--- src/hw/rtl/qalu_pkg.sv ---
// Shared types, operation codes and status codes for the Q24.8 fixed-point ALU.
package qalu_pkg;

	localparam int FRAC_BITS_DEF = 8;
	localparam int WORD_W        = 32;

	typedef enum logic [3:0] {
		OP_ADD   = 4'd0,
		OP_SUB   = 4'd1,
		OP_MUL   = 4'd2,
		OP_DIV   = 4'd3,
		OP_GT    = 4'd4,
		OP_GE    = 4'd5,
		OP_LT    = 4'd6,
		OP_LE    = 4'd7,
		OP_EQ    = 4'd8,
		OP_NE    = 4'd9,
		OP_MIN   = 4'd10,
		OP_MAX   = 4'd11,
		OP_INC   = 4'd12,
		OP_DEC   = 4'd13,
		OP_FROM  = 4'd14,
		OP_TOINT = 4'd15
	} op_t;

	localparam logic [1:0] ST_OK   = 2'd0;
	localparam logic [1:0] ST_DIVZ = 2'd1;
	localparam logic [1:0] ST_OVF  = 2'd2;

	// Outcome of the front stage.
	typedef struct packed {
		logic [WORD_W-1:0] res;
		logic              cmp;
		logic [1:0]        st;
		logic              neg;
		logic [WORD_W-1:0] ma;
		logic [WORD_W-1:0] mb;
	} front_t;

endpackage

--- src/hw/rtl/qalu_div_step.sv ---
// One restoring-division step: shift in a numerator bit, trial subtract.
module qalu_div_step import qalu_pkg::*; #(
	parameter int QW = WORD_W + FRAC_BITS_DEF
) (
	input  logic [WORD_W-1:0] rem_i,
	input  logic [QW-1:0]     num_i,
	input  logic [QW-1:0]     quo_i,
	input  logic [WORD_W-1:0] den,
	output logic [WORD_W-1:0] rem_o,
	output logic [QW-1:0]     num_o,
	output logic [QW-1:0]     quo_o
);

	logic [WORD_W:0] t;
	logic [WORD_W:0] d;
	logic            ge;

	always_comb begin
		t     = {rem_i, num_i[QW-1]};
		d     = {1'b0, den};
		ge    = t >= d;
		rem_o = ge ? WORD_W'(t - d) : t[WORD_W-1:0];
		num_o = {num_i[QW-2:0], 1'b0};
		quo_o = {quo_i[QW-2:0], ge};
	end

endmodule

--- config.mk ---
export PLATFORM = sky130hd
export DESIGN_NAME = qalu_div_step
export DESIGN_NICKNAME = d
export VERILOG_FILES = /design/src/hw/rtl/qalu_pkg.sv /design/src/hw/rtl/qalu_div_step.sv
export SDC_FILE = /design/constraint.sdc
export NUM_CORES = 1
export LEC_CHECK = 0
export BUFFER_PORTS_ARGS = -buffer_cell sky130_fd_sc_hd__buf_4
export CAP_MARGIN = 20
export CORE_AREA = 2 2 98 100
export DETAILED_ROUTE_END_ITERATION = 7
export DIE_AREA = 0 0 100 102
export PLACE_DENSITY = 0.78
export SYNTH_ARGS = -nofsm -noshare
export SYNTH_HDL_FRONTEND = slang
export SYNTH_SLANG_ARGS = --single-unit
--- constraint.sdc ---
create_clock -name vclk -period 8.6
set_clock_uncertainty 0.05 [all_clocks]
set_input_delay 0.43 -clock vclk [all_inputs]
set_output_delay 0.43 -clock vclk [all_outputs]
set_load 0.02 [all_outputs]
### Word level (Yosys, flattened, before mapping)

Index checks and enable logic that the tools add are counted.

* output and inout bits: 112
* register bits after elaboration: 0

* $add $sub $neg: 1
* order comparisons: 1
* multiplexer cells: 1

Operator list (count)
* 33-bit by 32-bit greater-or-equal comparator with 1-bit output: 1
* 32-bit two-way mux: 1
* 32-bit subtractor: 1

### Depth between registers and ports, before layout

* depth in word-level cells: 2
* gate-level depth with buffers: 14
* gate-level depth less buffers: 11

### Worst setup path before layout

No wires, ideal clock.

* path type: in2out
* start point: in den[7]
* end point: out rem_o[31]
* cell stages on the path: 10
* data arrival time: 3115 ps
* setup slack: 5005 ps
* data required time: 8120 ps
* path through: inv_1 > ha_1 > a21oi_2 > a211oi_1 > or3_4 > nor4b_4 > and2b_1 > a31o_2 > and3_1 > o41ai_1

* word-level cells in the longest chain between the ends: 2
* elaborated cells between the ends (all ways): 3

Ends and longest elaborated chain
* start: declaration: RTL line qalu_div_step.sv:8 `input logic [WORD_W-1:0] den,`
* 32-bit subtractor / 33-bit by 32-bit greater-or-equal comparator with 1-bit output (equally long branches): RTL line qalu_div_step.sv:22, qalu_div_step.sv:21
* 32-bit two-way mux (*): RTL line qalu_div_step.sv:22 `rem_o = ge ? WORD_W'(t - d) : t[WORD_W-1:0];`
* end: declaration: RTL line qalu_div_step.sv:9 `output logic [WORD_W-1:0] rem_o,`

Every way passes the cells marked *; elsewhere a longest branch is shown, timed or not.

### Worst setup path after layout

* start point: in rem_i[10]
* end point: out rem_o[12]

* word-level cells in the longest chain between the ends: 2
* elaborated cells between the ends (all ways): 3

Ends and longest elaborated chain
* start: declaration: RTL line qalu_div_step.sv:5 `input logic [WORD_W-1:0] rem_i,`
* 32-bit subtractor / 33-bit by 32-bit greater-or-equal comparator with 1-bit output (equally long branches): RTL line qalu_div_step.sv:22, qalu_div_step.sv:21
* 32-bit two-way mux (*): RTL line qalu_div_step.sv:22

Marked as above.

==> metrics.txt <==
outcome completed; Period Utilization, post-route 0.478; Fmax achieved 243 MHz; syn nets 581; first-pass iteration count of the detailed router 4; Synth Area in Compound Gates 0.208; Mean Syn Cell Area 7.27 sq um; row count 35; vias in the first global route 2,612; routed len/inst 14.8 um; final WL 7720 um; max_slew headroom 0.499; Placed Area 0.00313 sq mm; Setup TNS 0 ns; core area 0.00911 sq mm; largest family of logic cells by synthesized area buffers and inverters; XOR/XNOR Fraction of Synth Area 0.0776; sequential-to-total area share from yosys stat 0; antenna diode instance count 0; largest net degree at the start of global routing 30; Hold Path Class in -> out; commonest non-fill, non-tap cell in the layout buf_4; post-synthesis mux area share 0.133; FF/Latch Area 0 sq um; height of the die 102 um; Vias 2,685; post-DP HPWL 6720 um; global-route wire length before repair 12,100 um; Hold-fix buffers, CTS 0; Iteration-0 DRC Markers 103; pre-CTS setup slack 4.42 ns; Global Route Usage Sum 0.142; Simple-Gate Fraction of Synth Area 0.154; routability congestion estimate 0.767; post-synthesis cell type count 52; Max Fanout on Critical Path 29; Crit Path Category in -> out; Residual DRC 0; # setup viols final 0; Total Nets Final 588; Synth Area in Adders 0.143; worst setup margin 4.49 ns; gr ovfl total 0; Final ANT Viol Nets 0; pwr dens 99.6 mW/mm^2; P&R area growth vs syn 6.78%; Cell Count, Final, Fillers Out 520; clock buffer count 0; Worst Path Arrival 3.63 ns; most frequent cells in the layout buf_4, inv_1, ha_1, a21oi_1, nand2_1; final hold vios 0; RSZ-0062 raised after global routing no; Initial Utilization 0.322; Peak VDD IR 35.7 uV; Worst setup EP type primary output; max-slew violation count 0; Hold Slack 0.810 ns; port bufs 98; Leak 1.59 nW; fraction of layout cells with a size suffix above 1 0.340; IO Count 256; Worst-Margin Slew 0.751 ns; fin area 0.00313 sq mm; startpoint types primary input; Die Area 0.0102 sq mm; Die Wd 100 um; Mapped Area 0.00294 sq mm; Seq Cell Count 0; Synthesis Warnings 0; via/cell ratio 5.16; Max-Cap Viols 0; postcts setup bufs 0; Tmin final 4.11 ns; CP Data Required Time 8.12 ns; post_cts resized 0; Inst Count DP 520; initial antenna violation count 0; Post-Synthesis Cells 404
==> Yosys cell counts (13+ instances only) <==
master,count,area share
mux2_2,20,0.077
nand2_1,24,0.031
nor2_1,23,0.029
buf_4,80,0.20
inv_1,40,0.051
a21oi_1,26,0.044
xnor2_1,18,0.054
ha_1,32,0.14
o21ai_0,13,0.022
==> power breakdown <==
group | internal, mW | switching [mW]
sequential | 0 | 0
clock | 0 | 0
combinational | 0.151 | 0.161
==> layer usage <==
| metal | track usage | vias to the layer above | wire (um) |
|---|---|---|---|
| met3 | 0.0137 | 38 | 507 |
| met5 | 0 | - | 0 |
| met4 | 0.0738 | 0 | 402 |
| met1 | 0.173 | 1208 | 3190 |
| met2 | 0.251 | 112 | 3620 |
| li1 | - | 1327 | - |
==> cells by family (layout without fill, tap and decap cells) <==
| kind of cell | count (synthesis) | after routing |
|---|---|---|
| muxes | 32 | 32 |
| xor gates and xnor gates | 26 | 26 |
| and+or+nand+nor | 89 | 89 |
| buffers and inverters | 134 | 139 |
| AOI/OAI and AO/OA | 89 | 89 |
| adders and majority gates | 33 | 33 |
| other | 1 | 1 |
==> through the flow <==
step           total power [mW]  utilization
2_1_floorplan             0.264            -
3_3_place_gp              0.308        0.344
3_5_place_dp              0.313        0.344
4_1_cts                   0.315        0.344
5_1_grt                   0.341        0.344
6_report                  0.312        0.344
==> critical path, cell delays in order <==
cell      delay [ns]
buf_4           0.12
ha_1            0.40
nand4_1         0.20
nor3_1          0.35
o211ai_1        0.21
nor4b_4         0.19
o21ai_2         0.18
a31oi_4         0.13
o21a_4          0.27
inv_2           0.55
mux2_2          0.42
buf_4           0.16
==> layout make-up <==
cell class,count,area [sq um]
fillers,1012,5970
multi-input cells,270,2110
repair buffers,98,736
inverters,41,154
well taps,111,139
==> worst paths after layout <==
path | startpoint | to | slack [ns] | cells after the start
max | rem_i[10] | rem_o[12] | 4.49 | 12
min | num_i[9] | num_o[10] | 0.81 | 0
No activity file was read; power rests on OpenSTA's default activity.
